===== src/rtl/core/ilst_pkg.sv =====
// Shared types and constants for the indexed list engine.
`default_nettype none

package ilst_pkg;

   localparam int CAPACITY   = 16;
   localparam int DATA_WIDTH = 32;

   // Fixed field widths of the transaction payloads.
   localparam int TYPE_W   = 3;
   localparam int POS_W    = 5;
   localparam int VALUE_W  = 32;
   localparam int STATUS_W = 2;
   localparam int CNT_OUT_W = 5;

   // Internal widths follow the list depth.
   localparam int IDX_W   = (CAPACITY > 1) ? $clog2(CAPACITY) : 1;
   localparam int COUNT_W = $clog2(CAPACITY + 1);
   localparam int CMP_W   = (COUNT_W > POS_W) ? COUNT_W : POS_W;

   typedef enum logic [TYPE_W-1:0] {
      OP_ADD_FRONT    = 3'd0,
      OP_ADD_BACK     = 3'd1,
      OP_READ         = 3'd2,
      OP_WRITE        = 3'd3,
      OP_REMOVE_FRONT = 3'd4,
      OP_REMOVE_BACK  = 3'd5,
      OP_REMOVE_AT    = 3'd6
   } op_type;

   typedef enum logic [STATUS_W-1:0] {
      ST_OK    = 2'd0,
      ST_RANGE = 2'd1,
      ST_FULL  = 2'd2
   } status_type;

   typedef struct packed {
      logic [TYPE_W-1:0]  req_type;
      logic [POS_W-1:0]   position;
      logic [VALUE_W-1:0] value;
   } req_item_type;

   typedef struct packed {
      logic [VALUE_W-1:0]   data_out;
      logic [STATUS_W-1:0]  status;
      logic [CNT_OUT_W-1:0] count;
   } rsp_item_type;

   // Broadcast from the decoder to every cell of the chain.
   typedef struct packed {
      logic                  shift_up;
      logic                  shift_down;
      logic                  write_en;
      logic [CMP_W-1:0]      sel;
      logic [DATA_WIDTH-1:0] value;
   } ctrl_type;

endpackage

`default_nettype wire


===== src/rtl/core/ilst_cell.sv =====
// One storage cell of the list chain: holds one entry and a read tap stage.
`default_nettype none

module ilst_cell (
   input  logic                           clock,
   input  logic [ilst_pkg::IDX_W-1:0]      cell_index,
   input  ilst_pkg::ctrl_type              ctrl,
   input  logic [ilst_pkg::DATA_WIDTH-1:0] left_data,
   input  logic [ilst_pkg::DATA_WIDTH-1:0] right_data,
   input  logic [ilst_pkg::DATA_WIDTH-1:0] tap_in,
   output logic [ilst_pkg::DATA_WIDTH-1:0] tap_out,
   output logic [ilst_pkg::DATA_WIDTH-1:0] data
);
   import ilst_pkg::*;

   logic [DATA_WIDTH-1:0] data_ff;
   logic [DATA_WIDTH-1:0] data_in;
   logic [CMP_W-1:0]      idx_ext;
   logic                  hit;

   assign idx_ext = CMP_W'(cell_index);
   assign hit     = (idx_ext == ctrl.sel);

   always_comb begin
      if (ctrl.shift_up) begin
         data_in = (cell_index == '0) ? ctrl.value : left_data;
      end else if (ctrl.shift_down && (idx_ext >= ctrl.sel)) begin
         data_in = right_data;
      end else if (ctrl.write_en && hit) begin
         data_in = ctrl.value;
      end else begin
         data_in = data_ff;
      end
   end

   always_ff @(posedge clock) begin
      data_ff <= data_in;
   end

   // Selected cell drops its pre-update word onto the tap line.
   assign tap_out = hit ? data_ff : tap_in;
   assign data    = data_ff;

endmodule

`default_nettype wire


===== src/rtl/core/indexed_list_engine.sv =====
// Top level of the indexed list engine: decoder, cell chain and result register.
`default_nettype none

// Ordered list of up to CAPACITY words kept in a chain of cells, position 0 at
// cell 0. One transaction is taken per clock unless the request is stalled: the
// decoder checks the request against the count, every cell compares its own
// position with the selected index in parallel, and the whole chain shifts up
// (add front), shifts down from the index (removes) or writes one cell within
// that same edge. Reads and removes pick the old word off a tap line that runs
// along the chain. Each request produces exactly one result transaction in the
// cycle after it is taken, carrying the word read or removed, a status and the
// count after the request. The result sits in an output register; a new request
// is stalled only while that register is full and its result is itself stalled.
// Out-of-range index or an add to a full list changes nothing. Entries above the
// count are never read, so cell contents need no reset.
module indexed_list_engine (
   input  logic                   clock,
   input  logic                   reset,
   input  logic                   req_valid,
   output logic                   req_stall,
   input  ilst_pkg::req_item_type req_item,
   output logic                   rsp_valid,
   input  logic                   rsp_stall,
   output ilst_pkg::rsp_item_type rsp_item
);
   import ilst_pkg::*;

   logic                  req_fire;
   logic [COUNT_W-1:0]    count_ff;
   logic [COUNT_W-1:0]    count_in;
   logic [COUNT_W-1:0]    count_next;
   logic                  rsp_valid_ff;
   rsp_item_type          rsp_ff;
   rsp_item_type          rsp_in;
   ctrl_type              ctrl;
   logic                  take_word;
   status_type            status;
   logic [CMP_W-1:0]      cnt_ext;
   logic [CMP_W-1:0]      pos_ext;
   logic                  full;

   logic [DATA_WIDTH-1:0] cell_data [CAPACITY];
   logic [DATA_WIDTH-1:0] tap       [CAPACITY+1];

   assign req_stall = rsp_valid_ff && rsp_stall;
   assign req_fire  = req_valid && !req_stall;

   assign cnt_ext = CMP_W'(count_ff);
   assign pos_ext = CMP_W'(req_item.position);
   assign full    = (count_ff == COUNT_W'(CAPACITY));

   // Request decode: build the broadcast for the chain.
   always_comb begin
      ctrl.shift_up   = 1'b0;
      ctrl.shift_down = 1'b0;
      ctrl.write_en   = 1'b0;
      ctrl.sel        = '0;
      ctrl.value      = req_item.value[DATA_WIDTH-1:0];
      take_word       = 1'b0;
      status          = ST_OK;
      count_next      = count_ff;
      unique case (op_type'(req_item.req_type))
         OP_ADD_FRONT: begin
            if (full) begin
               status = ST_FULL;
            end else begin
               ctrl.shift_up = 1'b1;
               count_next    = count_ff + 1'b1;
            end
         end
         OP_ADD_BACK: begin
            if (full) begin
               status = ST_FULL;
            end else begin
               ctrl.write_en = 1'b1;
               ctrl.sel      = cnt_ext;
               count_next    = count_ff + 1'b1;
            end
         end
         OP_READ: begin
            if (pos_ext >= cnt_ext) begin
               status = ST_RANGE;
            end else begin
               ctrl.sel  = pos_ext;
               take_word = 1'b1;
            end
         end
         OP_WRITE: begin
            if (pos_ext >= cnt_ext) begin
               status = ST_RANGE;
            end else begin
               ctrl.sel      = pos_ext;
               ctrl.write_en = 1'b1;
            end
         end
         OP_REMOVE_FRONT: begin
            if (count_ff != '0) begin
               ctrl.sel        = '0;
               ctrl.shift_down = 1'b1;
               take_word       = 1'b1;
               count_next      = count_ff - 1'b1;
            end
         end
         OP_REMOVE_BACK: begin
            if (count_ff != '0) begin
               ctrl.sel        = cnt_ext - 1'b1;
               ctrl.shift_down = 1'b1;
               take_word       = 1'b1;
               count_next      = count_ff - 1'b1;
            end
         end
         OP_REMOVE_AT: begin
            // index zero behaves as remove front, including the empty case
            if (pos_ext == '0) begin
               if (count_ff != '0) begin
                  ctrl.shift_down = 1'b1;
                  take_word       = 1'b1;
                  count_next      = count_ff - 1'b1;
               end
            end else if (pos_ext >= cnt_ext) begin
               status = ST_RANGE;
            end else begin
               ctrl.sel        = pos_ext;
               ctrl.shift_down = 1'b1;
               take_word       = 1'b1;
               count_next      = count_ff - 1'b1;
            end
         end
         default: begin
         end
      endcase
      // Chain only moves on an accepted transaction.
      if (!req_fire) begin
         ctrl.shift_up   = 1'b0;
         ctrl.shift_down = 1'b0;
         ctrl.write_en   = 1'b0;
      end
   end

   // Cell chain. Tap line runs from the back cell toward cell 0.
   assign tap[CAPACITY] = '0;

   for (genvar k = 0; k < CAPACITY; k++) begin : g_cell
      logic [DATA_WIDTH-1:0] left_w;
      logic [DATA_WIDTH-1:0] right_w;
      if (k == 0) begin : g_head
         assign left_w = '0;
      end else begin : g_mid_l
         assign left_w = cell_data[k-1];
      end
      if (k == CAPACITY - 1) begin : g_tail
         assign right_w = cell_data[k];
      end else begin : g_mid_r
         assign right_w = cell_data[k+1];
      end
      ilst_cell u_cell (
         .clock      (clock),
         .cell_index (IDX_W'(k)),
         .ctrl       (ctrl),
         .left_data  (left_w),
         .right_data (right_w),
         .tap_in     (tap[k+1]),
         .tap_out    (tap[k]),
         .data       (cell_data[k])
      );
   end

   assign count_in = req_fire ? count_next : count_ff;

   always_comb begin
      rsp_in.data_out = take_word ? VALUE_W'(tap[0]) : '0;
      rsp_in.status   = STATUS_W'(status);
      rsp_in.count    = CNT_OUT_W'(count_next);
   end

   always_ff @(posedge clock) begin
      if (reset) begin
         count_ff     <= '0;
         rsp_valid_ff <= 1'b0;
      end else begin
         count_ff <= count_in;
         if (req_fire) begin
            rsp_valid_ff <= 1'b1;
         end else if (!rsp_stall) begin
            rsp_valid_ff <= 1'b0;
         end
      end
   end

   // Result payload, no reset needed.
   always_ff @(posedge clock) begin
      if (req_fire) begin
         rsp_ff <= rsp_in;
      end
   end

   assign rsp_valid = rsp_valid_ff;
   assign rsp_item  = rsp_ff;

`ifndef SYNTHESIS
   a_count_bound: assert property (@(posedge clock) disable iff (reset)
      count_ff <= COUNT_W'(CAPACITY))
      else $error("list count above capacity");

   a_fire_gives_rsp: assert property (@(posedge clock) disable iff (reset)
      req_fire |=> rsp_valid_ff)
      else $error("accepted transaction produced no result");

   a_count_holds: assert property (@(posedge clock) disable iff (reset)
      !req_fire |=> $stable(count_ff))
      else $error("count moved without a transaction");

   a_full_status: assert property (@(posedge clock) disable iff (reset)
      (rsp_valid_ff && rsp_ff.status == STATUS_W'(ST_FULL))
      |-> (rsp_ff.count == CNT_OUT_W'(CAPACITY)))
      else $error("full status with list not full");
`endif

endmodule

`default_nettype wire

===== config.mk =====
export PLATFORM = sky130hd
export DESIGN_NAME = indexed_list_engine
export DESIGN_NICKNAME = d
export VERILOG_FILES = /design/src/rtl/core/ilst_pkg.sv /design/src/rtl/core/ilst_cell.sv /design/src/rtl/core/indexed_list_engine.sv
export SDC_FILE = /design/constraint.sdc
export NUM_CORES = 1
export LEC_CHECK = 0
export ABC_AREA = 1
export BUFFER_PORTS_ARGS = -buffer_cell sky130_fd_sc_hd__clkbuf_2
export CAP_MARGIN = 15
export CORE_ASPECT_RATIO = 1.5
export CORE_MARGIN = 4
export CORE_UTILIZATION = 35
export CTS_CLUSTER_SIZE = 25
export DETAILED_ROUTE_END_ITERATION = 6
export MAX_ROUTING_LAYER = met4
export PLACE_DENSITY = 0.62
export RECOVER_POWER = 100
export SLEW_MARGIN = 20
export SYNTH_ARGS = -nofsm -noshare
export SYNTH_HDL_FRONTEND = slang
export SYNTH_SLANG_ARGS = --single-unit

===== constraint.sdc =====
create_clock -name clock -period 9.6 [get_ports clock]
set_input_delay 1.44 -clock clock [delete_from_list [all_inputs] [get_ports clock]]
set_output_delay 1.44 -clock clock [all_outputs]
set_load 0.02 [all_outputs]

==> results of run 1 <==
## power by group through the flow
stage	Combinational, uW	Clock [uW]	Sequential, uW
after global placement	1060	0	3090
after detailed placement	1080	0	3080
after global routing	1160	2590	3060
after CTS	1080	2500	3040
after floorplan	643	0	3080
final	1080	2470	3050
## through the flow
stage               setup slack [ps]  std cells
floorplan                       2398       3534
global placement                2571       4572
detailed placement              2397       4572
CTS                             3041       4680
global route                    1298       4683
finish                          1444       4685
## layout make-up
| class | instances | area, um2 | share of cell area [%] |
|---|---|---|---|
| flip-flops and latches | 557 | 16670 | 49.05 |
| multi-input cells | 2443 | 12010 | 35.35 |
| clock buffers | 66 | 1503 | 4.422 |
| well taps | 1147 | 1435 | 4.223 |
| inverters | 286 | 1085 | 3.192 |
| repair buffers | 139 | 748.2 | 2.202 |
| clock inverters | 42 | 520.5 | 1.532 |
| diodes | 5 | 12.51 | 0.03682 |
## registers in the layout, indices dropped and copies added, names as in the netlist
signal	flops
rsp_item	39
g_cell.u_cell.data	512
cnt_ext	5
rsp_valid	1
## Yosys cell counts (all sizes together) (2+ instances only)
cell type / number / share of area, %
o2111ai: 3 / 0.085
ha: 9 / 0.37
a31oi: 2 / 0.089
nand3: 113 / 1.9
buf: 106 / 1.7
clkbuf: 142 / 1.7
o221ai: 78 / 2.2
o211ai: 216 / 5.3
nor3: 3 / 0.12
inv: 273 / 3.3
edfxtp: 551 / 54
nor2: 232 / 3.2
nand4: 99 / 2.0
nand2: 1044 / 13
dfxtp: 6 / 0.39
clkinv: 13 / 0.16
xor2: 2 / 0.057
o21ai: 423 / 6.9
a21oi: 211 / 3.6
a211oi: 2 / 0.049
## critical path, stage by stage
cell and delay [ps]:
clkbuf_1 110, ha_1 340, nand2_1 80, inv_1 60, nand2_1 100, nand3_1 280, nor2_1 100, nor2_1 460
inv_1 200, nor2_1 170, clkinvlp_2 460, nor2_8 790, nand2_2 70, clkbuf_2 940, nand3_1 360, clkbuf_1 2310
## per-layer routing
metal / routed length (um) / share of wire (%) / GRT usage (%) / up-vias
met5: 0 / 0 / - / -
met3: 10320 / 9.0 / 4.086 / 407
met4: 6662 / 5.8 / 12.07 / 0
met1: 43610 / 38 / 29.70 / 13450
li1: - / - / - / 12320
met2: 53720 / 47 / 39.50 / 1641
## layout by cell type (no fill, tap or decap), drive strengths merged
master    synthesis  final
a22oi             1      1
o21ai           423    423
inv             273    272
dfxtp             6      6
clkbuf          142    169
o2111ai           3      3
o211ai          216    216
a211oi            2      2
o31ai             1      1
o221ai           78     78
nor3              3      3
or2               1      1
ha                9      9
diode             0      5
bufinv            0     11
nand2          1044   1044
a21oi           211    211
buf             106     36
nand3           113    113
clkinv           13     41
xor2              2      2
a221oi            1      1
clkinvlp          0      4
nor2            232    232
o22ai             1      1
edfxtp          551    551
nand4            99     99
a31oi             2      2
a32oi             1      1
## logic make-up (layout without fill, tap and decap cells)
kind of cell | Yosys count | in the layout | share of synthesized area [%]
other cells | 0 | 5 | 0
buf+inv | 534 | 533 | 6.973
flops | 557 | 557 | 54.13
compound gates | 940 | 940 | 18.32
fa+ha+maj | 9 | 9 | 0.3657
simple gates | 1492 | 1492 | 20.16
xor+xnor | 2 | 2 | 0.05690
## worst paths after layout
kind / start / endpoint / slack, ps / cells past startpoint
max: req_item[36] / g_cell[5].u_cell.data[18] / 1440 / 16
min: rsp_valid / rsp_valid / 480 / 2
max reg2reg: cnt_ext[3] / g_cell[5].u_cell.data[18] / 1730 / 16
min reg2reg: rsp_valid / rsp_valid / 480 / 2
==> impl_metrics.env, run 1 <==
export IMPL_drt_iter0_drc=3534
export IMPL_cts_root_buf="clkbuf_16"
export IMPL_cts_sinks=557
export IMPL_die_area_mm2=0.09288
export IMPL_p_seq_share_pct=46.2
export IMPL_yosys_most_used_dff="edfxtp_1"
export IMPL_cp_start_kind="primary input"
export IMPL_timing_worst_slew_pin_value_ps=3573
export IMPL_drtPass1Iterations=6
export IMPL_combPwrFrac_pct=16.3
export IMPL_wirelength_um=114300
export IMPL_overflow=0
export IMPL_vias=27820
export IMPL_start_util_pct=35.18
export IMPL_ys_seq_elements=557
export IMPL_n_fill_cell=8935
export IMPL_area_delta_synth_final_pct=10.36
export IMPL_ios=85
export IMPL_power_leakage_uw=0.01182
export IMPL_critPathRequiredTime_ps=9770
export IMPL_max_freq_mhz=122.6
export IMPL_fin_skew_ps=29.25
export IMPL_max_cap_viol_count=30
export IMPL_tns_ps=0
export IMPL_dpl_hpwl_um=67300
export IMPL_yosysUniqueCellTypes=43
export IMPL_cts_hold_buf=0
export IMPL_rsz0062_at_grt="no"
export IMPL_clkPwrFrac_pct=37.4
export IMPL_insertion_delay_ps=650
export IMPL_finalCriticalPeriod_ps=8156
export IMPL_cts_tree="done"
export IMPL_core_rowCount=133
export IMPL_setup_viol=0
export IMPL_drive_gt1_share_pct=6.765
export IMPL_status="complete, but fails checks"
export IMPL_synthesis_area_mm2=0.03079
export IMPL_fin_util_pct=38.82
export IMPL_grt_max_degree=206
export IMPL_slew_limit_headroom_pct=-139.3
export IMPL_yosysWarnings=0
export IMPL_synth_fp_nets=3587
export IMPL_min_period_over_period_pct=84.96
export IMPL_totalPowerFinal_uw=6589
export IMPL_ant_nets=0
export IMPL_post_route_drc_count=0
export IMPL_slew_violations=921
export IMPL_worst_setup_path_type="primary input to flop"
export IMPL_hold_class="flop to flop"
export IMPL_grt_pass1_vias=27060
export IMPL_drt_wirelength_per_cell_um=24.40
export IMPL_ys_seq_area_share_pct=54.13
export IMPL_numCtsBuffers=58
export IMPL_syn_area_per_cell_um2=8.712
export IMPL_port_buffers=84
export IMPL_switching_share_pct=29.73
export IMPL_stdcell_area_mm2=0.03398
export IMPL_syn_inst=3534
export IMPL_place_area_mm2=0.03220
export IMPL_switchingPower_uw=1959
export IMPL_p_int_uw=4630
export IMPL_synth_edf_count=551
export IMPL_powerDensity_mw_per_mm2=193.9
export IMPL_violations="capacitance limit, slew limit"
export IMPL_die_w_um=250.2
export IMPL_nets=3538
export IMPL_via_per_inst=5.938
export IMPL_grt_first_pass_wirelength_um=170100
export IMPL_grt_usage_pct=24.39
export IMPL_antenna_found_initial=3
export IMPL_cp_end_kind="flop"
export IMPL_hold_violations=0
export IMPL_fin_hold_ws_ps=484.7
export IMPL_cp_data_arrival_time_ps=8330
export IMPL_clk_pin_slew_ps=60
export IMPL_worst_path_max_fanout=65
export IMPL_htree_levels=2
export IMPL_die_h_um=371.3
export IMPL_cts_resized=0
export IMPL_fp_coreArea_mm2=0.08753
export IMPL_ir_drop_mv=0.1617
export IMPL_async_reset_ff_share_pct=0
export IMPL_post_cts_buffers=0
export IMPL_place_congestion=0.9030
export IMPL_cts_buffer_depth=3
(Power assumes the default switching activity.)
==> run 2: changes to the inputs <==
- PLACE_DENSITY: 0.62 -> 0.64
- clock period: 9.6 -> 6.95 ns (I/O delays scaled with it)
==> run 2 against run 1 <==
  * The flow still finishes with violations (capacitance limit, slew limit)
  * Highest routed layer unchanged
  * Largest power group unchanged
  * Sequential share of layout area fell by 0.094 points
  * Non-clock buffer count rose by 11
  * Core utilization rose by 0.074 points
  * First-iteration DRC count fell by 0.37%
  * Clock power rose by 41%
  * Critical path depth did not move
  * Critical path type is now flop to flop
==> impl_metrics.env, run 2 (synthesis gave the netlist of run 1 again) <==
export IMPL_status="complete, but fails checks"
export IMPL_violations="capacitance limit, slew limit"
export IMPL_multiInputGateArea_mm2=0.01197
export IMPL_rsz0062_at_grt="no"
export IMPL_cts_root_buf="clkbuf_16"
export IMPL_fin_hold_ws_ps=481.7
export IMPL_slew_limit_headroom_pct=-96.87
export IMPL_cts_buffer_depth=3
export IMPL_wirelength_um=115200
export IMPL_start_util_pct=35.18
export IMPL_area_delta_synth_final_pct=10.57
export IMPL_clk_pin_slew_ps=60
export IMPL_cts_hold_buf=0
export IMPL_grt_first_pass_wirelength_um=170100
export IMPL_htree_levels=2
export IMPL_r2r_cells=16
export IMPL_cts_resized=0
export IMPL_grt_max_degree=203
export IMPL_cts_tree="done"
export IMPL_min_path_cells=2
export IMPL_grt_pass1_vias=27010
export IMPL_setup_viol=0
export IMPL_drt_iter0_drc=3521
export IMPL_ir_drop_mv=0.2078
export IMPL_worst_setup_path_type="flop to flop"
export IMPL_vias=27950
export IMPL_grt_usage_pct=24.39
export IMPL_fp_coreArea_mm2=0.08753
export IMPL_dpl_hpwl_um=71460
export IMPL_r2r_end="g_cell[6].u_cell.data[1]"
export IMPL_post_route_drc_count=0
export IMPL_drive_gt1_share_pct=6.834
export IMPL_antenna_found_initial=2
export IMPL_r2r_slack_ps=1040
export IMPL_whs_endpoint="rsp_valid"
export IMPL_min_period_over_period_pct=85.08
export IMPL_cts_sinks=557
export IMPL_hp_start="rsp_valid"
export IMPL_worst_path_max_fanout=44
export IMPL_hold_violations=0
export IMPL_powerDensity_mw_per_mm2=269.4
export IMPL_cp_start_kind="flop"
export IMPL_overflow=0
export IMPL_die_w_um=250.2
export IMPL_die_area_mm2=0.09288
export IMPL_max_cap_viol_count=18
export IMPL_drtPass1Iterations=7
export IMPL_timing_rr_start="cnt_ext[2]"
export IMPL_layout_common_cells="nand2_1 (1,036), edfxtp_1 (551), o21ai_0 (397), inv_1 (257), o211ai_1 (216)"
export IMPL_finalCriticalPeriod_ps=5913
export IMPL_via_per_inst=5.960
export IMPL_cp_end_kind="flop"
export IMPL_ant_nets=0
export IMPL_n_fill_cell=8959
export IMPL_post_place_cells=4583
export IMPL_timing_worst_slew_pin_value_ps=2953
export IMPL_ios=85
export IMPL_power_leakage_uw=0.01192
export IMPL_cp_data_arrival_time_ps=6230
export IMPL_post_cts_buffers=0
export IMPL_critPathRequiredTime_ps=7270
export IMPL_largest_register_ffs=512
export IMPL_fin_skew_ps=25.60
export IMPL_seqCellArea_mm2=0.01667
export IMPL_die_h_um=371.3
export IMPL_nets=3548
export IMPL_tns_ps=0
export IMPL_numCtsBuffers=57
export IMPL_layout_cells_non_filler=4690
export IMPL_place_congestion=0.9119
export IMPL_mostFrequentLayoutCell="nand2_1"
export IMPL_hold_class="flop to flop"
export IMPL_max_freq_mhz=169.1
export IMPL_drt_wirelength_per_cell_um=24.56
export IMPL_core_rowCount=133
export IMPL_insertion_delay_ps=650
export IMPL_slew_violations=659
export IMPL_port_buffers=84
## run 2: changes by cell type in the layout (fill, tap and decap cells not counted), sizes merged
cell      change
clkinvlp      -1
inv           +5
diode         -3
clkbuf        -1
clkinv        -7
buf           +9
bufinv        +3
## run 2: final cells by class
type,instances,share of cell area (%)
timing repair buffer,150,2.470
clock buffer,63,4.256
tap,1147,4.215
multi-input combinational,2443,35.16
inverter,286,3.190
antenna,2,0.01470
clock inverter,42,1.746
sequential,557,48.95
## run 2: worst max-delay path by stage
stage,to,depth (start not counted),from
after global routing,g_cell[15].u_cell.data[30],14,cnt_ext[0]
after global placement,g_cell[10].u_cell.data[30],14,req_item[36]
final,g_cell[6].u_cell.data[1],16,cnt_ext[2]
after floorplan,g_cell[0].u_cell.data[0],8,rsp_stall
after detailed placement,g_cell[10].u_cell.data[22],14,req_item[36]
after CTS,g_cell[2].u_cell.data[23],17,cnt_ext[0]
## run 2: power by group
part	internal (uW)	switching [uW]	leakage, uW
Combinational	370	1110	0.00578
Sequential	4050	148	0.00515
Clock	2030	1460	0.000994
## run 2: through the flow
stage | util (%) | cell area [um2] | setup slack [ps] | total power (uW)
finish | 38.89 | 34050 | 1037 | 9173
global route | 38.89 | 34040 | 835.2 | 9463
detailed placement | 36.88 | 32280 | 1477 | 5743
CTS | 39.22 | 34330 | 2002 | 9193
floorplan | - | 30790 | 145.9 | 5143
global placement | 36.86 | 32260 | 1518 | 5724
## run 2: layer usage
layer	GRT usage (%)	routed length, um	vias to the layer above	part of all wire, %
li1	-	-	12330	-
met1	28.68	41520	13370	36
met2	39.89	55200	1768	48
met3	4.142	10940	479	9.5
met4	13.67	7534	0	6.5
met5	-	0	-	0
## run 2: worst max-delay path, cell delays in order (launching register included)
cell,delay (ps)
dfxtp_1,560
inv_4,110
ha_1,330
nand2_1,90
nand2_1,50
nand2_1,110
nand3_1,230
o22ai_1,370
nand2_1,320
nor2_1,260
inv_1,120
a31oi_4,140
clkbuf_1,1690
inv_2,-20
buf_4,410
nand2_2,390
buf_4,400
